==> config.mk <==
export PLATFORM = sky130hd
export DESIGN_NAME = bounded_int_deque_core
export DESIGN_NICKNAME = d
export VERILOG_FILES = /design/src/rtl/bid_pkg.sv /design/src/rtl/bounded_int_deque_core.sv /design/src/rtl/bid_ram.sv /design/src/rtl/bid_ctrl.sv
export SDC_FILE = /design/constraint.sdc
export NUM_CORES = 2
export LEC_CHECK = 0
export BUFFER_PORTS_ARGS = -buffer_cell sky130_fd_sc_hd__buf_4
export CAP_MARGIN = 10
export CORE_ASPECT_RATIO = 1.1
export CORE_MARGIN = 5
export CORE_UTILIZATION = 58
export DETAILED_ROUTE_END_ITERATION = 16
export HOLD_SLACK_MARGIN = 0.1
export PLACE_DENSITY = 0.73
export SLEW_MARGIN = 0
export SYNTH_ARGS = -nofsm -noshare
export SYNTH_HDL_FRONTEND = slang
export SYNTH_HIERARCHICAL = 1
export SYNTH_SLANG_ARGS = --single-unit
==> constraint.sdc <==
create_clock -name clk -period 7.3 [get_ports clk]
set_clock_uncertainty 0.1 [all_clocks]
set_input_delay 1.095 -clock clk [delete_from_list [all_inputs] [get_ports clk]]
set_output_delay 1.095 -clock clk [all_outputs]
set_load 0.02 [all_outputs]
==> src/rtl/bid_pkg.sv <==
`timescale 1ns / 1ps
package bid_pkg;

  localparam int FUNC_W  = 3;
  localparam int DATA_W  = 32;
  localparam int POS_W   = 6;
  localparam int COUNT_W = 7;

  typedef enum logic [FUNC_W-1:0] {
    OP_ADD_FRONT = 3'd0,
    OP_ADD_BACK  = 3'd1,
    OP_REM_FRONT = 3'd2,
    OP_REM_BACK  = 3'd3,
    OP_READ_POS  = 3'd4,
    OP_READ_BACK = 3'd5,
    OP_CLEAR     = 3'd6
  } op_t;

  // status of one item, carried alongside the memory read
  typedef struct packed {
    logic               rd;
    logic               error;
    logic               is_empty;
    logic [COUNT_W-1:0] entry_count;
  } res_meta_t;

endpackage

==> src/rtl/bounded_int_deque_core.sv <==
`timescale 1ns / 1ps
// path: an accepted item passes the memory read stage, then the output register, to m_tvalid
// throughput: one item per cycle while results are taken; the memory read
//   stage holds one item when the output register is full
// reset: front pointer and count go to zero, no result pending; the entry
//   memory is not cleared and needs no sweep
module bounded_int_deque_core #(
  parameter int CAPACITY = 64
) (
  input  logic        clk,
  input  logic        rst,
  input  logic        s_tvalid,
  output logic        s_tready,
  input  logic [47:0] s_tdata,  // func[2:0], data_in[34:3], position[40:35], zero fill
  output logic        m_tvalid,
  input  logic        m_tready,
  output logic [47:0] m_tdata   // data_out[31:0], error[32], is_empty[33],
                                // entry_count[40:34], zero fill
);
  import bid_pkg::*;

  localparam int AW = (CAPACITY > 1) ? $clog2(CAPACITY) : 1;
  localparam int CW = $clog2(CAPACITY + 1);
  localparam int OUT_W = DATA_W + 2 + COUNT_W;

  logic [FUNC_W-1:0] func;
  logic [DATA_W-1:0] data_in;
  logic [POS_W-1:0]  position;

  logic              accept;
  logic              load;
  logic              mem_we;
  logic              mem_re;
  logic [AW-1:0]     mem_addr;
  logic [DATA_W-1:0] rdata;
  res_meta_t         meta;

  logic              pend;
  res_meta_t         pend_meta;
  logic [OUT_W-1:0]  out_word;

  assign func     = s_tdata[FUNC_W-1:0];
  assign data_in  = s_tdata[FUNC_W+DATA_W-1:FUNC_W];
  assign position = s_tdata[FUNC_W+DATA_W+POS_W-1:FUNC_W+DATA_W];

  assign load     = pend && (!m_tvalid || m_tready);
  assign s_tready = !pend || load;
  assign accept   = s_tvalid && s_tready;

  bid_ctrl #(
    .CAPACITY(CAPACITY),
    .AW      (AW),
    .CW      (CW)
  ) u_ctrl (
    .clk     (clk),
    .rst     (rst),
    .accept  (accept),
    .func    (func),
    .position(position),
    .mem_we  (mem_we),
    .mem_re  (mem_re),
    .mem_addr(mem_addr),
    .meta    (meta)
  );

  bid_ram #(
    .DEPTH(CAPACITY),
    .AW   (AW)
  ) u_ram (
    .clk  (clk),
    .we   (mem_we),
    .re   (mem_re),
    .addr (mem_addr),
    .wdata(data_in),
    .rdata(rdata)
  );

  // read stage: status waits here for the memory data
  always_ff @(posedge clk) begin
    if (rst) begin
      pend <= 1'b0;
    end else if (accept) begin
      pend <= 1'b1;
    end else if (load) begin
      pend <= 1'b0;
    end
  end

  always_ff @(posedge clk) begin
    if (accept) begin
      pend_meta <= meta;
    end
  end

  // output register
  always_ff @(posedge clk) begin
    if (rst) begin
      m_tvalid <= 1'b0;
    end else if (load) begin
      m_tvalid <= 1'b1;
    end else if (m_tready) begin
      m_tvalid <= 1'b0;
    end
  end

  always_ff @(posedge clk) begin
    if (load) begin
      out_word <= {pend_meta.entry_count, pend_meta.is_empty, pend_meta.error,
                   (pend_meta.rd ? rdata : DATA_W'(0))};
    end
  end

  assign m_tdata = {(48 - OUT_W)'(0), out_word};

  a_accept_pend: assert property (@(posedge clk) disable iff (rst)
    s_tvalid && s_tready |=> pend)
    else $error("accepted item not held in read stage");

  a_pend_hold: assert property (@(posedge clk) disable iff (rst)
    pend && m_tvalid && !m_tready |=> pend)
    else $error("read stage dropped an item under stall");

  a_err_zero: assert property (@(posedge clk) disable iff (rst)
    m_tvalid && m_tdata[DATA_W] |-> m_tdata[DATA_W-1:0] == '0)
    else $error("error result carries data");

  a_empty_count: assert property (@(posedge clk) disable iff (rst)
    m_tvalid && m_tdata[DATA_W+1] |-> m_tdata[OUT_W-1:DATA_W+2] == '0)
    else $error("empty result with nonzero count");

endmodule

==> src/rtl/bid_ram.sv <==
`timescale 1ns / 1ps
module bid_ram #(
  parameter int DEPTH = 64,
  parameter int AW    = 6
) (
  input  logic                      clk,
  input  logic                      we,
  input  logic                      re,
  input  logic [AW-1:0]             addr,
  input  logic [bid_pkg::DATA_W-1:0] wdata,
  output logic [bid_pkg::DATA_W-1:0] rdata
);
  import bid_pkg::*;

  logic [DATA_W-1:0] mem [DEPTH];

  always_ff @(posedge clk) begin
    if (we) begin
      mem[addr] <= wdata;
    end
  end

  // read data holds until the next read
  always_ff @(posedge clk) begin
    if (re) begin
      rdata <= mem[addr];
    end
  end

endmodule

==> src/rtl/bid_ctrl.sv <==
`timescale 1ns / 1ps
module bid_ctrl #(
  parameter int CAPACITY = 64,
  parameter int AW       = 6,
  parameter int CW       = 7
) (
  input  logic                        clk,
  input  logic                        rst,
  input  logic                        accept,
  input  logic [bid_pkg::FUNC_W-1:0]  func,
  input  logic [bid_pkg::POS_W-1:0]   position,
  output logic                        mem_we,
  output logic                        mem_re,
  output logic [AW-1:0]               mem_addr,
  output bid_pkg::res_meta_t          meta
);
  import bid_pkg::*;

  localparam int SW = CW + 1;
  localparam int PW = (CW > POS_W) ? CW : POS_W;

  logic [AW-1:0] front;
  logic [AW-1:0] front_next;
  logic [CW-1:0] count;
  logic [CW-1:0] count_next;

  logic [AW-1:0] front_dec;
  logic [AW-1:0] front_inc;
  logic [CW-1:0] offset;
  logic [SW-1:0] ring_sum;
  logic [AW-1:0] ring_addr;
  logic          is_full;
  logic          is_zero;
  logic          pos_bad;
  logic          we_op;
  logic          re_op;
  logic          err_op;
  logic          use_front;

  assign is_full   = (count == CW'(CAPACITY));
  assign is_zero   = (count == '0);
  assign pos_bad   = (PW'(position) >= PW'(count));
  assign front_dec = (front == '0) ? AW'(CAPACITY - 1) : front - AW'(1);
  assign front_inc = (front == AW'(CAPACITY - 1)) ? '0 : front + AW'(1);

  // single ring adder, wraps with one compare and subtract
  assign ring_sum  = SW'(front) + SW'(offset);
  assign ring_addr = (ring_sum >= SW'(CAPACITY)) ? AW'(ring_sum - SW'(CAPACITY))
                                                 : AW'(ring_sum);

  always_comb begin
    front_next = front;
    count_next = count;
    offset     = count - CW'(1);
    we_op      = 1'b0;
    re_op      = 1'b0;
    err_op     = 1'b0;
    use_front  = 1'b0;
    case (func)
      OP_ADD_FRONT: begin
        if (is_full) begin
          err_op = 1'b1;
        end else begin
          front_next = front_dec;
          count_next = count + CW'(1);
          we_op      = 1'b1;
          use_front  = 1'b1;
        end
      end
      OP_ADD_BACK: begin
        offset = count;
        if (is_full) begin
          err_op = 1'b1;
        end else begin
          count_next = count + CW'(1);
          we_op      = 1'b1;
        end
      end
      OP_REM_FRONT: begin
        if (is_zero) begin
          err_op = 1'b1;
        end else begin
          front_next = front_inc;
          count_next = count - CW'(1);
          re_op      = 1'b1;
          use_front  = 1'b1;
        end
      end
      OP_REM_BACK: begin
        if (is_zero) begin
          err_op = 1'b1;
        end else begin
          count_next = count - CW'(1);
          re_op      = 1'b1;
        end
      end
      OP_READ_POS: begin
        offset = CW'(PW'(position));
        if (pos_bad) begin
          err_op = 1'b1;
        end else begin
          re_op = 1'b1;
        end
      end
      OP_READ_BACK: begin
        if (is_zero) begin
          err_op = 1'b1;
        end else begin
          re_op = 1'b1;
        end
      end
      OP_CLEAR: begin
        front_next = '0;
        count_next = '0;
      end
      default: begin
        err_op = 1'b1;
      end
    endcase
  end

  assign mem_we   = accept && we_op;
  assign mem_re   = accept && re_op;
  // add front writes the new front slot, remove front reads the old one
  assign mem_addr = use_front ? ((func == OP_ADD_FRONT) ? front_dec : front) : ring_addr;

  assign meta.rd          = re_op;
  assign meta.error       = err_op;
  assign meta.is_empty    = (count_next == '0);
  assign meta.entry_count = COUNT_W'(count_next);

  always_ff @(posedge clk) begin
    if (rst) begin
      front <= '0;
      count <= '0;
    end else if (accept) begin
      front <= front_next;
      count <= count_next;
    end
  end

endmodule
# After elaboration in Yosys (flattened, before gate mapping)
# Memories as Yosys holds them, arrays and structs flattened. A register that Yosys moved wholly into a read port is not among the register bits.
# Cells that the tools add are included.
[op_classes]
add_sub_neg = 6
n_lt_le_gt_ge = 2
n_eq_ne = 10
n_mux = 28
n_reduce_logical = 19
[ops]
columns = ["cell", "n"]
rows = [
  ["$mux 6", 7],
  ["$pmux 7 s3", 1],
  ["$pmux 6 s3", 1],
  ["$logic_not 7->1", 2],
  ["$mux 7", 2],
  ["$pmux 7 s2", 1],
  ["$mux 1", 13],
  ["$sub 6x1->6 const B", 2],
  ["$eq 3x3->1 const B", 3],
  ["$add 6x7->8", 1],
  ["$ge 8x7->1 const B", 1],
  ["$add 7x1->7 const B", 1],
  ["$eq 7x7->1 const B", 1],
  ["$ge 6x7->1", 1],
  ["$sub 7x1->7 const B", 1],
  ["$add 6x1->6 const B", 1],
  ["$eq 3x2->1 const B", 2],
  ["$eq 6x6->1 const B", 1],
  ["$logic_not 6->1", 1],
  ["$logic_and 1x1->1", 4],
  ["$ne 2x2->1 const B", 2],
  ["$pmux 1 s2", 2],
  ["$pmux 1 s4", 1],
  ["$reduce_and 4->1", 1],
  ["8 further kinds", 12],
]
[totals]
regBits = 66
mem_bits_rw = 2048
inputBits = 52
output_inout_bits = 50
wordCells = 76
memories = 1
[mem_list]
columns = ["memory", "words", "word_bits", "read_ports", "rd_clocked_by_memory_dff", "wr", "line", "source"]
rows = [
  ["u_ram.mem", 64, 32, 1, 1, 1, "bid_ram.sv:15", "logic [DATA_W-1:0] mem [DEPTH];"],
]

# Longest topological paths before layout
[logic_depth]
ltp_word = 8
depth_mapped = 24
ltp_nobuf = 20

# By module
# The synthesis kept the hierarchy.
[by_module_without_submodules]
columns = ["module", "instances", "cells_per_inst", "area_each_um2", "seq_area_each_um2"]
rows = [
  ["bid_ram", 1, 4239, 79248.5, 62459.9],
  ["bid_ctrl", 1, 308, 2088.3, 260.2],
  ["bounded_int_deque_core", 1, 104, 1939.4, 1571.5],
]

# Worst setup path after synthesis
# Ideal clock, no wire load.
[synth_timing]
path_type = "input to register"
start = "input s_tdata[2]"
end = "memory u_ram.mem[15][0] (enable)"
setup_time_ns = 0.421
arrival_ns = 6.105
required_ns = 6.779
path_slack_ns = 0.674
path_stages = 19
path_buffers = 9
path_cell_list = "clkbuf_1 > clkbuf_1 > buf_1 > nand3_1 > o21ai_0 > a21oi_1 > ha_1 > fa_1 > xor2_1 > nor2_1 > a21oi_1 > buf_2 > buf_2 > buf_2 > buf_2 > buf_2 > buf_2 > nand3_1 > nor2_1"
[synth_between]
elab_chain_cells = 6
elab_cells_between_ends = 17
cone_classes = "add/sub: 2; order compare: 1; eq/ne: 3; mux: 8; reduce/logical: 3"
[synth_rtl]
columns = ["item", "line", "source"]
rows = [
  ["start, declared", "bounded_int_deque_core.sv:14", "input logic [47:0] s_tdata,"],
  ["$eq 3x3->1 / $eq 3x1->1 (equally long branches)", "bid_ctrl.sv:59", "case (func)"],
  ["$pmux 7 s2", "bid_ctrl.sv:59", ""],
  ["$add 6x7->8", "bid_ctrl.sv:47", "assign ring_sum = SW'(front) + SW'(offset);"],
  ["$ge 8x7->1 / $sub 6x1->6 (equally long branches)", "bid_ctrl.sv:48", "assign ring_addr = (ring_sum >= SW'(CAPACITY)) ? AW'(ring_sum - SW'(CAPACITY))"],
  ["$mux 6", "bid_ctrl.sv:48", ""],
  ["$mux 6 *", "bid_ctrl.sv:125", "assign mem_addr = use_front ? ((func == OP_ADD_FRONT) ? front_dec : front) : ring_addr;"],
  ["named net mem_addr[2]", "bounded_int_deque_core.sv:34", "logic [AW-1:0] mem_addr;"],
  ["end, declared", "bid_ram.sv:15", ""],
]
# Mark *: on every way through the listed nets, which the timed path passes. The rest lies on a longest branch.

# Worst setup path in the final report
[layout_timing]
start = "register u_ctrl.count[0]"
end = "register u_ram/rdata[14] (netlist name), read port of u_ram.mem, data pin"
[layout_between]
elab_chain_cells = 6
elab_cells_between_ends = 16
cone_classes = "add/sub: 3; order compare: 2; eq/ne: 1; mux: 8; reduce/logical: 2"
[layout_rtl]
columns = ["item", "line", "source"]
rows = [
  ["start, declared", "bid_ctrl.sv:24", "logic [CW-1:0] count;"],
  ["start signal, assigned", "bid_ctrl.sv:138", "count <= count_next;"],
  ["$sub 7x1->7", "bid_ctrl.sv:54", "offset = count - CW'(1);"],
  ["$pmux 7 s2", "bid_ctrl.sv:59", ""],
  ["$add 6x7->8", "bid_ctrl.sv:47", ""],
  ["$ge 8x7->1 / $sub 6x1->6 (equally long branches)", "bid_ctrl.sv:48", ""],
  ["$mux 6", "bid_ctrl.sv:48", ""],
  ["$mux 6 *", "bid_ctrl.sv:125", ""],
  ["named net mem_addr[4]", "bounded_int_deque_core.sv:34", ""],
  ["end, declared", "bid_ram.sv:11", "output logic [bid_pkg::DATA_W-1:0] rdata"],
]
# Marks and branches as above.
# A chain may end at the register's enable or synchronous reset.

==> impl_metrics.env <==
export IMPL_slew_violations=0
export IMPL_synth_edf_count=2131
export IMPL_grt_pass1_vias=46170
export IMPL_overflow=0
export IMPL_status="complete, no violations"
export IMPL_hold_worst_slack_ns=0.3192
export IMPL_cts_tree="yes"
export IMPL_drtPass1Iterations=7
export IMPL_core_area_sq_mm=0.1424
export IMPL_crit_arrival_ns=6.65
export IMPL_yosys_warnings=6
export IMPL_placed_area_sq_mm=0.08782
export IMPL_fin_util_pct=66.05
export IMPL_root_buffer="clkbuf_16"
export IMPL_yosysTopAreaCellShare_pct=76.84
export IMPL_max_freq_ghz=0.1616
export IMPL_tightest_slew_ns=1.151
export IMPL_crit_type="register to register"
export IMPL_post_cts_buffers=0
export IMPL_avgSynthCellArea_sq_um=17.90
export IMPL_gp_congestion=0.8622
export IMPL_cts_sinks=2146
export IMPL_vias_per_cell=6.765
export IMPL_synthCells=4651
export IMPL_ys_seq_area_share_pct=77.20
export IMPL_finalNonFillerCells=6933
export IMPL_grt_antenna_before_repair=15
export IMPL_antenna_left=0
export IMPL_hold_path_depth=0
export IMPL_drt_iter0_drc=6584
export IMPL_synth_main_ff_cell="edfxtp_1"
export IMPL_grt_usage_pct=28.23
export IMPL_synth_commonest_cells="edfxtp_1, mux2i_1, a22oi_1"
export IMPL_synthArstFlopShare_pct=0
export IMPL_nFillCells=9202
export IMPL_grt_setup_unrepaired="false"
export IMPL_finalSetupViolCount=0
export IMPL_tns_ns=0
export IMPL_reg2reg_to="u_ram/rdata[14]"
export IMPL_cellPowerDensity_mw_per_mm2=321.0
export IMPL_r2r_cells=17
export IMPL_crit_fanout=13
export IMPL_boundaryPins=102
export IMPL_min_to="out_word[40]"
export IMPL_row_count=145
export IMPL_synth_area_top_cells="edfxtp_1, mux2i_1, mux4_2, mux2_2, a221oi_1"
export IMPL_fin_crit_sh_pct=84.77
export IMPL_startpoint_type="register"
export IMPL_area_delta_synth_final_pct=12.96
export IMPL_die_h_um=407.4
export IMPL_layout_drive_gt1_share_pct=19.67
export IMPL_ys_types=78
export IMPL_fin_crit_ns=6.188
export IMPL_vias=46910
export IMPL_start_util_pct=58.47
export IMPL_p_leak_nw=30.71
export IMPL_die_w_um=371.3
export IMPL_hold_path_class="register to register"
export IMPL_grt_pass1_wl_um=311700
export IMPL_clk_latency_ns=0.82
export IMPL_die_area_sq_mm=0.1513
export IMPL_reg2reg_slack_ns=1.11
export IMPL_worstReg2RegStart="u_ctrl/count[0]"
export IMPL_cts_buffer_depth=3
export IMPL_cts_buffers=196
export IMPL_wirelength_um=215100
export IMPL_path_clk_slew_ns=0.07
export IMPL_ys_ff_latch=2146
export IMPL_dp_hpwl_um=124900
export IMPL_finalHoldViolCount=0
export IMPL_post_place_cells=6559
export IMPL_crit_path_end_kind="register"
export IMPL_syn_cell_area_sq_mm=0.08328
export IMPL_vdd_drop_max_mv=0.2304
export IMPL_slew_headroom_pct=23.08
export IMPL_drc_errors=0
export IMPL_cp_data_required_time_ns=7.76
export IMPL_yosysMostFrequentCell="edfxtp_1"
export IMPL_hold_buffers=0
export IMPL_port_buffers=87
export IMPL_grt_start_max_net_pins=80
export IMPL_max_cap_viol_count=0
export IMPL_nets=4916
export IMPL_postCtsResizedCells=0
export IMPL_htree_levels=4
export IMPL_hold_start="pend_meta[6]"
export IMPL_wire_per_inst_um=31.02
export IMPL_final_cell_area_sq_mm=0.09407
export IMPL_synth_top_area_cell="edfxtp_1"
## power breakdown
| group | leakage, nW | internal (W) | total, W | switching (W) |
|---|---|---|---|---|
| registers | 19.3 | 0.0137 | 0.0138 | 0.0000747 |
| clock network | 3.03 | 0.00553 | 0.00990 | 0.00437 |
| logic | 8.36 | 0.00234 | 0.00648 | 0.00414 |
## how the worst max path moves through the flow
| stage | startpoint | to | slack [ns] | depth (start not counted) |
|---|---|---|---|---|
| after floorplan | s_tdata[2] | u_ram/mem[15][0] | 0.67 | 19 |
| after global placement | s_tdata[2] | u_ram/rdata[6] | 0.62 | 16 |
| after detailed placement | s_tdata[2] | u_ram/rdata[6] | 0.54 | 16 |
| after CTS | u_ctrl/count[0] | u_ram/rdata[6] | 1.14 | 15 |
| after global routing | u_ctrl/count[0] | u_ram/rdata[12] | 0.86 | 17 |
| final | u_ctrl/count[0] | u_ram/rdata[14] | 1.11 | 17 |
## routing by layer
| metal | routed length, um | track usage (%) |
|---|---|---|
| met3 | 24980 | 6.412 |
| met2 | 101400 | 43.97 |
| met4 | 8564 | 10.18 |
| met1 | 80130 | 39.80 |
| met5 | 41 | 0 |
## stage by stage
stage	setup WS (ns)	power (W)
after floorplan	0.6737	0.01789
after CTS	1.139	0.03018
after global routing	0.8615	0.03111
after global placement	0.6225	0.02028
after detailed placement	0.5355	0.02039
final	1.112	0.03020
## worst max-delay path, cell delays in order, from the launching register on
cell	delay (ns)
dfxtp_1	0.46
inv_1	0.24
ha_1	0.36
or3b_1	0.51
o21ai_0	0.18
o21ai_0	0.09
a221o_1	0.38
ha_1	0.31
xnor2_1	0.18
nor2_1	0.07
a21oi_1	0.79
buf_4	0.31
nand3b_1	0.50
buf_4	0.35
a211oi_1	0.16
a2111oi_1	0.56
buf_4	0.25
nand3_1	0.08
## registers in the layout, summed over array words and instances, names as in the netlist
register	count
u_ctrl/front	6
u_ctrl/count	7
m_tvalid	1
u_ram/mem	2048
pend	1
out_word	41
u_ram/rdata	32
pend_meta	10
## placed cells by master (no fill, tap or decap), types with 107 or more instances in the layout
cell and count:
mux2_2 149, mux2i_1 263, buf_4 282, edfxtp_1 2131, clkbuf_16 201, a221oi_1 176
a21oi_1 150, nor2_1 107, o21ai_0 111, a22oi_1 192
## logic make-up (layout without fill, tap and decap cells)
logic type	Yosys count	count (layout)	share of synthesized area [%]
DFF	2146	2146	77.20
AOI/OAI and AO/OA	1042	1042	9.046
buffers and inverters	357	712	1.910
other	1	17	0.004503
adders and majority gates	16	16	0.2494
xor gates and xnor gates	6	6	0.06310
muxes	510	510	7.804
and+or+nand+nor	573	573	3.720
## final cells by class
cell class | count | area [sq um] | share of cell area [%]
antenna | 10 | 25.02 | 0.02660
clock buffer | 235 | 5157 | 5.483
clock inverter | 127 | 1041 | 1.107
inverter | 23 | 93.84 | 0.09976
multi-input combinational | 2154 | 18060 | 19.20
sequential | 2146 | 64290 | 68.35
tap | 1911 | 2391 | 2.542
timing repair buffer | 327 | 3003 | 3.192
No activity file was read; power rests on OpenSTA's default activity.
